<file path="src/sv/csvt_pkg.sv">
// csvt_pkg: shared types and codes for the CSV byte tokenizer.
// Used by csvt_decode, csvt_outq and csv_byte_tokenizer_core; no dependencies.
package csvt_pkg;

  localparam logic [7:0] CH_COMMA  = 8'h2C;
  localparam logic [7:0] CH_QUOTE  = 8'h22;
  localparam logic [7:0] CH_LF     = 8'h0A;
  localparam logic [7:0] CH_CR     = 8'h0D;
  localparam logic [7:0] CH_APOS   = 8'h27;
  localparam logic [7:0] CH_BSLASH = 8'h5C;

  localparam logic [1:0] CLS_NEWLINE = 2'd0;
  localparam logic [1:0] CLS_COMMA   = 2'd1;
  localparam logic [1:0] CLS_QUOTE   = 2'd2;
  localparam logic [1:0] CLS_OTHER   = 2'd3;

  localparam logic [1:0] KIND_DATA  = 2'd0;
  localparam logic [1:0] KIND_FIELD = 2'd1;
  localparam logic [1:0] KIND_ROW   = 2'd2;

  localparam int QDEPTH = 4;
  localparam int QAW    = 2;

  typedef struct packed {
    logic [1:0] kind;
    logic [7:0] value;
    logic       last;
  } res_t;

  typedef struct packed {
    logic [1:0] n;
    res_t       r0;
    res_t       r1;
  } push_t;

endpackage

</file>
<file path="src/sv/csv_byte_tokenizer_core.sv">
// csv_byte_tokenizer_core: top level of the streaming CSV byte tokenizer.
// Depends on csvt_pkg, csvt_decode and csvt_outq.
//
//   channel | ports                                   | direction
//   input   | in_valid, in_stall, in_byte             | byte in
//   result  | out_valid, out_stall, out_kind/value/last | token out
//
// One byte is taken per cycle while in_stall is low; its results land in a
// four-entry queue the next cycle. An escaped byte (apostrophe, backslash)
// makes two results while the queue drains one per unstalled cycle, so each
// adds a result of backlog; once three wait, in_stall holds input until two.
// rst_n is synchronous and clears the tokenizer state and the queue.
// in_stall depends only on queue fill; out_stall holds the queue head.
module csv_byte_tokenizer_core import csvt_pkg::*; (
  input  logic       clk,
  input  logic       rst_n,
  input  logic       in_valid,
  output logic       in_stall,
  input  logic [7:0] in_byte,
  output logic       out_valid,
  input  logic       out_stall,
  output logic [1:0] out_kind,
  output logic [7:0] out_value,
  output logic       out_last
);

  push_t push;
  res_t  head;
  logic  room2;
  logic  acc;

  assign in_stall = !room2;
  assign acc      = in_valid && room2;

  csvt_decode u_dec (
    .clk     (clk),
    .rst_n   (rst_n),
    .acc     (acc),
    .in_byte (in_byte),
    .push    (push)
  );

  csvt_outq u_q (
    .clk       (clk),
    .rst_n     (rst_n),
    .push      (push),
    .room2     (room2),
    .out_valid (out_valid),
    .out_stall (out_stall),
    .out_res   (head)
  );

  assign out_kind  = head.kind;
  assign out_value = head.value;
  assign out_last  = head.last;

endmodule

</file>
<file path="src/sv/csvt_decode.sv">
// csvt_decode: tokenizer state registers and per-byte decode into up to two results.
// Depends on csvt_pkg.
module csvt_decode import csvt_pkg::*; (
  input  logic       clk,
  input  logic       rst_n,
  input  logic       acc,
  input  logic [7:0] in_byte,
  output push_t      push
);

  logic [1:0] last_class_r, last_class_nxt;
  logic       parity_r, parity_nxt;
  logic       qact_r, qact_nxt;
  logic       empty_r, empty_nxt;

  always_comb begin
    last_class_nxt = last_class_r;
    parity_nxt     = parity_r;
    qact_nxt       = qact_r;
    empty_nxt      = empty_r;
    push           = '0;
    if (in_byte == CH_COMMA) begin
      if (parity_r && qact_r) begin
        push.n    = 2'd1;
        push.r0   = '{kind: KIND_DATA, value: in_byte, last: 1'b1};
        empty_nxt = 1'b0;
      end else begin
        qact_nxt   = 1'b0;
        parity_nxt = 1'b0;
        empty_nxt  = 1'b1;
        push.n     = 2'd1;
        push.r0    = '{kind: KIND_FIELD, value: 8'd0, last: 1'b1};
      end
      last_class_nxt = CLS_COMMA;
    end else if (in_byte == CH_QUOTE) begin
      last_class_nxt = CLS_QUOTE;
      if (!qact_r && (empty_r || last_class_r == CLS_COMMA)) begin
        parity_nxt = ~parity_r;
        qact_nxt   = 1'b1;
      end else if (last_class_r == CLS_QUOTE && !parity_r) begin
        parity_nxt = 1'b1;
        push.n     = 2'd1;
        push.r0    = '{kind: KIND_DATA, value: in_byte, last: 1'b1};
        empty_nxt  = 1'b0;
      end else begin
        parity_nxt = ~parity_r;
      end
    end else if (in_byte == CH_LF || in_byte == CH_CR) begin
      if (last_class_r != CLS_NEWLINE) begin
        parity_nxt     = 1'b0;
        empty_nxt      = 1'b1;
        last_class_nxt = CLS_NEWLINE;
        push.n         = 2'd1;
        push.r0        = '{kind: KIND_ROW, value: 8'd0, last: 1'b1};
      end
    end else begin
      if (in_byte == CH_APOS || in_byte == CH_BSLASH) begin
        push.n  = 2'd2;
        push.r0 = '{kind: KIND_DATA, value: CH_BSLASH, last: 1'b0};
        push.r1 = '{kind: KIND_DATA, value: in_byte, last: 1'b1};
      end else begin
        push.n  = 2'd1;
        push.r0 = '{kind: KIND_DATA, value: in_byte, last: 1'b1};
      end
      empty_nxt      = 1'b0;
      last_class_nxt = CLS_OTHER;
    end
    if (!acc) begin
      push.n = 2'd0;
    end
  end

  always_ff @(posedge clk) begin
    if (!rst_n) begin
      last_class_r <= CLS_NEWLINE;
      parity_r     <= 1'b0;
      qact_r       <= 1'b0;
      empty_r      <= 1'b1;
    end else if (acc) begin
      last_class_r <= last_class_nxt;
      parity_r     <= parity_nxt;
      qact_r       <= qact_nxt;
      empty_r      <= empty_nxt;
    end
  end

endmodule

</file>
<file path="src/sv/csvt_outq.sv">
// csvt_outq: small result queue taking up to two results per cycle, one out per cycle unless stalled.
// Depends on csvt_pkg.
module csvt_outq import csvt_pkg::*; (
  input  logic  clk,
  input  logic  rst_n,
  input  push_t push,
  output logic  room2,
  output logic  out_valid,
  input  logic  out_stall,
  output res_t  out_res
);

  res_t           q_r [QDEPTH];
  logic [QAW-1:0] wr_r, wr_nxt;
  logic [QAW-1:0] rd_r, rd_nxt;
  logic [QAW:0]   cnt_r, cnt_nxt;
  logic           pop;
  logic [QAW-1:0] wr1;

  assign out_valid = (cnt_r != '0);
  assign out_res   = q_r[rd_r];
  assign room2     = (cnt_r <= (QAW+1)'(QDEPTH - 2));
  assign pop       = out_valid && !out_stall;
  assign wr1       = wr_r + QAW'(1);

  always_comb begin
    wr_nxt  = wr_r + QAW'(push.n);
    rd_nxt  = rd_r + QAW'(pop);
    cnt_nxt = cnt_r + (QAW+1)'(push.n) - (QAW+1)'(pop);
  end

  always_ff @(posedge clk) begin
    if (push.n != 2'd0) begin
      q_r[wr_r] <= push.r0;
    end
    if (push.n == 2'd2) begin
      q_r[wr1] <= push.r1;
    end
  end

  always_ff @(posedge clk) begin
    if (!rst_n) begin
      wr_r  <= '0;
      rd_r  <= '0;
      cnt_r <= '0;
    end else begin
      wr_r  <= wr_nxt;
      rd_r  <= rd_nxt;
      cnt_r <= cnt_nxt;
    end
  end

  a_cnt_bound: assert property (@(posedge clk) disable iff (!rst_n)
    cnt_r <= (QAW+1)'(QDEPTH))
    else $error("result queue count out of range");

  a_no_overflow: assert property (@(posedge clk) disable iff (!rst_n)
    (push.n != 2'd0) |-> room2)
    else $error("push into result queue without room");

  a_ptr_gap: assert property (@(posedge clk) disable iff (!rst_n)
    QAW'(wr_r - rd_r) == cnt_r[QAW-1:0])
    else $error("queue pointers disagree with count");

endmodule

</file>
<file path="config.mk">
export PLATFORM = sky130hd
export DESIGN_NAME = csv_byte_tokenizer_core
export DESIGN_NICKNAME = d
export VERILOG_FILES = /design/src/sv/csvt_pkg.sv /design/src/sv/csv_byte_tokenizer_core.sv /design/src/sv/csvt_decode.sv /design/src/sv/csvt_outq.sv
export SDC_FILE = /design/constraint.sdc
export NUM_CORES = 1
export LEC_CHECK = 0
export BUFFER_PORTS_ARGS = -buffer_cell sky130_fd_sc_hd__buf_4
export CAP_MARGIN = 20
export CELL_PAD_IN_SITES_DETAIL_PLACEMENT = 1
export CELL_PAD_IN_SITES_GLOBAL_PLACEMENT = 1
export CORE_MARGIN = 2
export CORE_UTILIZATION = 37
export CTS_BUF_LIST = sky130_fd_sc_hd__clkbuf_2
export DETAILED_ROUTE_END_ITERATION = 8
export PLACE_DENSITY_LB_ADDON = 0.1
export RECOVER_POWER = 50
export SYNTH_ARGS = -nofsm -noshare
export SYNTH_HDL_FRONTEND = slang
export SYNTH_SLANG_ARGS = --single-unit
</file>
<file path="constraint.sdc">
create_clock -name clk -period 3.22 [get_ports clk]
set_input_delay 0.161 -clock clk [delete_from_list [all_inputs] [get_ports clk]]
set_output_delay 0.161 -clock clk [all_outputs]
set_load 0.01 [all_outputs]
</file>
## Word level (Yosys, flattened, before mapping)

Memories as Yosys holds them, arrays and structs flattened. A register that Yosys moved wholly into a read port is not among the register bits.
Index checks and enable logic that the tools add are counted.

- Output and inout port bits: 13
- Memories: 1
- Logic and storage cells: 90
- Flip-flop bits (word level): 12
- RAM bits: 44

- Mux-type cells: 39
- $add $sub $neg: 5
- Reduce and logical (&&, ||, !) cells: 23
- $lt $le $gt $ge: 1
- Equality and inequality tests: 13
- Bitwise operators: 1

Memories:

| memory | words | bits a word | rd ports | clocked after memory_dff | write ports | RTL line | RTL |
|---|---|---|---|---|---|---|---|
| u_q.q_r | 4 | 11 | 1 | 1 | 2 | csvt_outq.sv:13 | `res_t q_r [QDEPTH];` |

Operators with widths:

| operator | number |
|---|---|
| 13-bit two-way mux | 5 |
| 11-bit two-way mux | 3 |
| 8-bit by 6-bit equality test with 1-bit output (second input constant) | 3 |
| 12-bit two-way mux | 2 |
| 1-bit two-way mux | 21 |
| 8-bit by 4-bit equality test with 1-bit output (second input constant) | 2 |
| 2-bit two-way mux | 6 |
| 4-bit AND reduction | 3 |
| 10-bit two-way mux | 1 |
| 9-bit two-way mux | 1 |
| 3-bit nonzero test | 3 |
| 8-bit by 7-bit equality test with 1-bit output (second input constant) | 1 |
| 2-bit nonzero test | 4 |
| 3-bit by 2-bit inequality test with 1-bit output (second input constant) | 2 |
| 1-bit logical AND | 5 |
| 2-bit equality test (second input constant) | 2 |
| 1-bit zero test | 4 |
| 4-bit by 2-bit inequality test with 1-bit output (second input constant) | 1 |
| 3-bit by 2-bit adder with 3-bit output | 1 |
| 3-bit by 2-bit <= comparator with 1-bit output (second input constant) | 1 |
| 1-bit logical OR | 3 |
| 3-bit by 1-bit subtractor with 3-bit output | 1 |
| 2-bit by 1-bit adder with 2-bit output | 1 |
| 2-bit by 1-bit adder with 2-bit output (second input constant) | 1 |
| other kinds (5) | 5 |

## Logic depth before layout (Yosys ltp)

- Depth after elaboration: 10
- Mapped depth: 12
- Gate-level depth less buffers: 10

## By module

From an unflattened synthesis, not the netlist that was laid out.

- Cell total of the unflattened synthesis: 250
- Area total of the unflattened synthesis: 3390.8 um^2

By module, submodules not included:

| module | sequential area each (um^2) | cells an instance | area each (um^2) | instances |
|---|---|---|---|---|
| csvt_outq | 1461.4 | 154 | 2666.3 | 1 |
| csvt_decode | 100.1 | 94 | 714.4 | 1 |
| csv_byte_tokenizer_core | 0.0 | 2 | 10.0 | 1 |

## Worst setup path after synthesis

No wires, ideal clock.

- Kind: input to register
- Start: in in_byte[4]
- End: reg u_q.cnt_r[2]
- Arrival time: 2.833 ns
- Stages: 12
- Slack: 0.272 ns
- Setup time: 0.115 ns
- Required time: 3.105 ns
- Path through: or4b_4 or4_1 buf_2 nand2_1 buf_2 nand2_1 ha_1 inv_1 fa_1 xnor2_1 xnor2_1 and2_1

- Longest elaborated chain between the ends: 9

Ends and longest elaborated chain:

| what | RTL line | RTL |
|---|---|---|
| from (decl) | csv_byte_tokenizer_core.sv:19 | `input logic [7:0] in_byte,` |
| 8-bit by 6-bit equality test with 1-bit output or 8-bit by 7-bit equality test with 1-bit output (tied branches) | csvt_decode.sv:57 | `if (in_byte == CH_APOS \|\| in_byte == CH_BSLASH) begin` |
| 1-bit logical OR | csvt_decode.sv:57 |  |
| 13-bit two-way mux | csvt_decode.sv:57 |  |
| 13-bit two-way mux | csvt_decode.sv:48 | `end else if (in_byte == CH_LF \|\| in_byte == CH_CR) begin` |
| 13-bit two-way mux | csvt_decode.sv:35 | `end else if (in_byte == CH_QUOTE) begin` |
| 13-bit two-way mux (*) | csvt_decode.sv:22 | `if (in_byte == CH_COMMA) begin` |
| 2-bit two-way mux (*) | csvt_decode.sv:68 | `if (!acc) begin` |
| 3-bit by 2-bit adder with 3-bit output (*) | csvt_outq.sv:29 | `cnt_nxt = cnt_r + (QAW+1)'(push.n) - (QAW+1)'(pop);` |
| 3-bit by 1-bit subtractor with 3-bit output (*) | csvt_outq.sv:29 |  |
| to (signal assigned) | csvt_outq.sv:49 | `cnt_r <= cnt_nxt;` |
| to (decl) | csvt_outq.sv:16 | `logic [QAW:0] cnt_r, cnt_nxt;` |

Mark *: on every way between the ends. The rest lies on a longest branch, timed or not.
A chain may end at the register's enable or synchronous reset.

==> flow_metrics.env <==
export IMPL_cts_inserted_buffers=5
export IMPL_dp_final_hpwl_um=5811
export IMPL_netlist_area_leader_share=0.3652
export IMPL_start_kind="flip-flop"
export IMPL_worstPathMaxFanout=10
export IMPL_r2r_cells=6
export IMPL_yosys_warnings=0
export IMPL_min_period_over_period=0.8416
export IMPL_first_pass_iters=4
export IMPL_post_synth_top_count_cell="edfxtp_1"
export IMPL_yosys_top_cells_area="edfxtp_1 37%, dfxtp_1 14%, mux4_2 8.4%"
export IMPL_initial_core_util=0.3831
export IMPL_synth_cells=265
export IMPL_finalSetupTns_ns=0
export IMPL_drt_total_wl_um=7420
export IMPL_drive_gt1_frac=0.1843
export IMPL_multi_input_area_mm2=0.001329
export IMPL_cp_end_kind="flip-flop"
export IMPL_synth_avg_cell_area_um2=11.17
export IMPL_die_w_um=93.45
export IMPL_numPortBuffers=24
export IMPL_synth_commonest_cells="36 x edfxtp_1, 24 x nand2_1, 23 x nor2_1, 20 x dfxtp_1, 13 x inv_1"
export IMPL_setup_violations=0
export IMPL_num_vias=2151
export IMPL_powerDensity_mw_per_mm2=578.5
export IMPL_vdd_drop_max_v=0.0002496
export IMPL_n_fill_cell=842
export IMPL_relSlewSlack=0.4423
export IMPL_grt_max_degree=19
export IMPL_grt_overflow=0
export IMPL_hp_class="primary input to flip-flop"
export IMPL_first_global_vias=2316
export IMPL_regArea_mm2=0.001481
export IMPL_final_util=0.4234
export IMPL_clk_pin_slew_ns=0.29
export IMPL_drc=0
export IMPL_die_h_um=93.45
export IMPL_cts_htree_levels=2
export IMPL_cts_resized=0
export IMPL_clock_tree_buffer_depth=2
export IMPL_cts_tree="built"
export IMPL_synthFlopType="edfxtp_1"
export IMPL_min_to="u_q.q_r[2][5]"
export IMPL_hold_depth=3
export IMPL_fin_worst_skew_ns=0.01273
export IMPL_ys_seq_elements=56
export IMPL_slew_viol_final=0
export IMPL_synthesis_area_mm2=0.002960
export IMPL_crit_start="u_dec.last_class_r[1]"
export IMPL_drtIter0Drc=97
export IMPL_ys_seq_area_frac=0.5004
export IMPL_via_per_inst=5.446
export IMPL_final_nets=310
export IMPL_worstHoldStart="in_byte[3]"
export IMPL_wl_per_cell_um=18.78
export IMPL_antenna_found_initial=0
export IMPL_rsz0062_at_grt="no"
export IMPL_clk_latency_ns=0.46
export IMPL_max_freq_mhz=369.0
export IMPL_clock_sinks=56
export IMPL_crit_required_ns=3.39
export IMPL_grt_use_total=0.1897
export IMPL_yosysTopAreaCell="edfxtp_1"
export IMPL_row_count=32
export IMPL_critPathKind="flip-flop to flip-flop"
export IMPL_ys_types=52
export IMPL_area_growth_pct=10.52
export IMPL_max_slew_worst_pin_slew_ns=0.8354
export IMPL_synth_edff_count=36
export IMPL_arrival_ns=2.88
export IMPL_gp_congestion=0.7995
export IMPL_diodes=0
export IMPL_dieArea_mm2=0.008732
export IMPL_ys_async_sr_fraction=0
export IMPL_syn_num_nets=283
export IMPL_timing_rr_end="u_q.q_r[3][1]"
export IMPL_drv_cap=0
export IMPL_status="finished clean"
export IMPL_ant_nets=0
export IMPL_ios=25
export IMPL_grt_pass1_wl_um=12680
export IMPL_p_leak_nw=1.250
export IMPL_r2r_start="u_dec.last_class_r[1]"
export IMPL_cts_root_buffer="clkbuf_2"
export IMPL_finalCriticalPeriod_ns=2.710
export IMPL_hold_viol=0
export IMPL_design_core_area_mm2=0.007727
export IMPL_rrSetupSlack_ns=0.51
-- worst max-delay path by stage --
stage	slack, ns	to	cells after the start
floorplan	0.27	u_q.cnt_r[2]	12
global placement	0.25	u_q.cnt_r[2]	10
detailed placement	0.18	u_q.cnt_r[2]	10
CTS	0.51	u_q.q_r[3][3]	6
global route	0.18	u_q.q_r[3][1]	6
finish	0.51	u_q.q_r[3][1]	6
-- stage by stage --
step / hold WS, ns / setup slack [ns] / instance area (um^2) / total power, mW / std cells
final: 0.09116 / 0.5102 / 3272 / 1.893 / 395
after global routing: 0.06374 / 0.1771 / 3272 / 2.022 / 395
after floorplan: 0.2993 / 0.2721 / 2960 / 1.388 / 265
after detailed placement: 0.4112 / 0.1781 / 3273 / 1.654 / 386
after CTS: 0.07064 / 0.5097 / 3329 / 1.945 / 395
after global placement: 0.4074 / 0.2474 / 3273 / 1.638 / 386
-- cells by family (layout without fill, tap and decap cells) --
family          after synthesis  after routing  synth area share
xor+xnor                      4              4           0.01184
buf+inv                      28             56           0.04015
simple gates                103            103            0.1834
compound gates               50             50            0.1289
mux                          18             18            0.1074
flops                        56             56            0.5004
fa+ha+maj                     6              6           0.02790
-- layout make-up --
type	instances	share of cell area
clock buffers	5	0.007648
well taps	102	0.03901
repair buffers	35	0.07304
flip-flops and latches	56	0.4528
clock inverters	3	0.006501
multi-input cells	181	0.4061
inverters	13	0.01491
-- flip-flops by register name (all words and copies together), names as in the netlist --
| register | flops |
|---|---|
| u_q.q_r | 44 |
| u_q.cnt_r | 3 |
| u_dec.last_class_r | 2 |
| u_q.rd_r | 2 |
| u_q.wr_r | 2 |
| u_dec.empty_r | 1 |
| u_dec.parity_r | 1 |
| u_dec.qact_r | 1 |
-- worst max-delay path: stages (launching register included) --
cell      delay, ns
dfxtp_1        0.46
nor3b_1        0.27
a211oi_1       0.15
buf_4          0.19
nor3_1         0.62
nor2_1         0.32
inv_1          0.41
-- layout by cell type, fill, tap and decap left out, drive strengths merged, types with 5 or more instances in the layout --
cell and n:
o22ai 7, mux4 11, nand2 24, nor3 10, mux2i 7, buf 27, or3 5, and2 9
nand3 6, dfxtp 20, o31ai 6, nor2 23, o21ai 9, ha 5, clkbuf 12, inv 14
edfxtp 36, a21oi 11
-- per-layer routing --
layer  track usage  routed length (um)  vias to the layer above
met2        0.3303                3766                       25
met4       0.04289                  70                        0
met5             0                   0                        -
met1        0.2504                3399                     1076
met3       0.02659                 184                        6
li1              -                   -                     1044
-- power breakdown --
| part | leakage [nW] | switching [mW] | internal [mW] |
|---|---|---|---|
| logic | 0.748 | 0.313 | 0.321 |
| registers | 0.472 | 0.0915 | 0.876 |
| clock network | 0.0294 | 0.237 | 0.0552 |
-- timing repair --
item / in CTS / in global routing
endpoints found under the hold margin: 12 / 0
hold buffers: 1 / 0
setup buffers: 0 / 0
endpoints found under the setup margin: 0 / 0
Power figures use the tool's default switching activity.
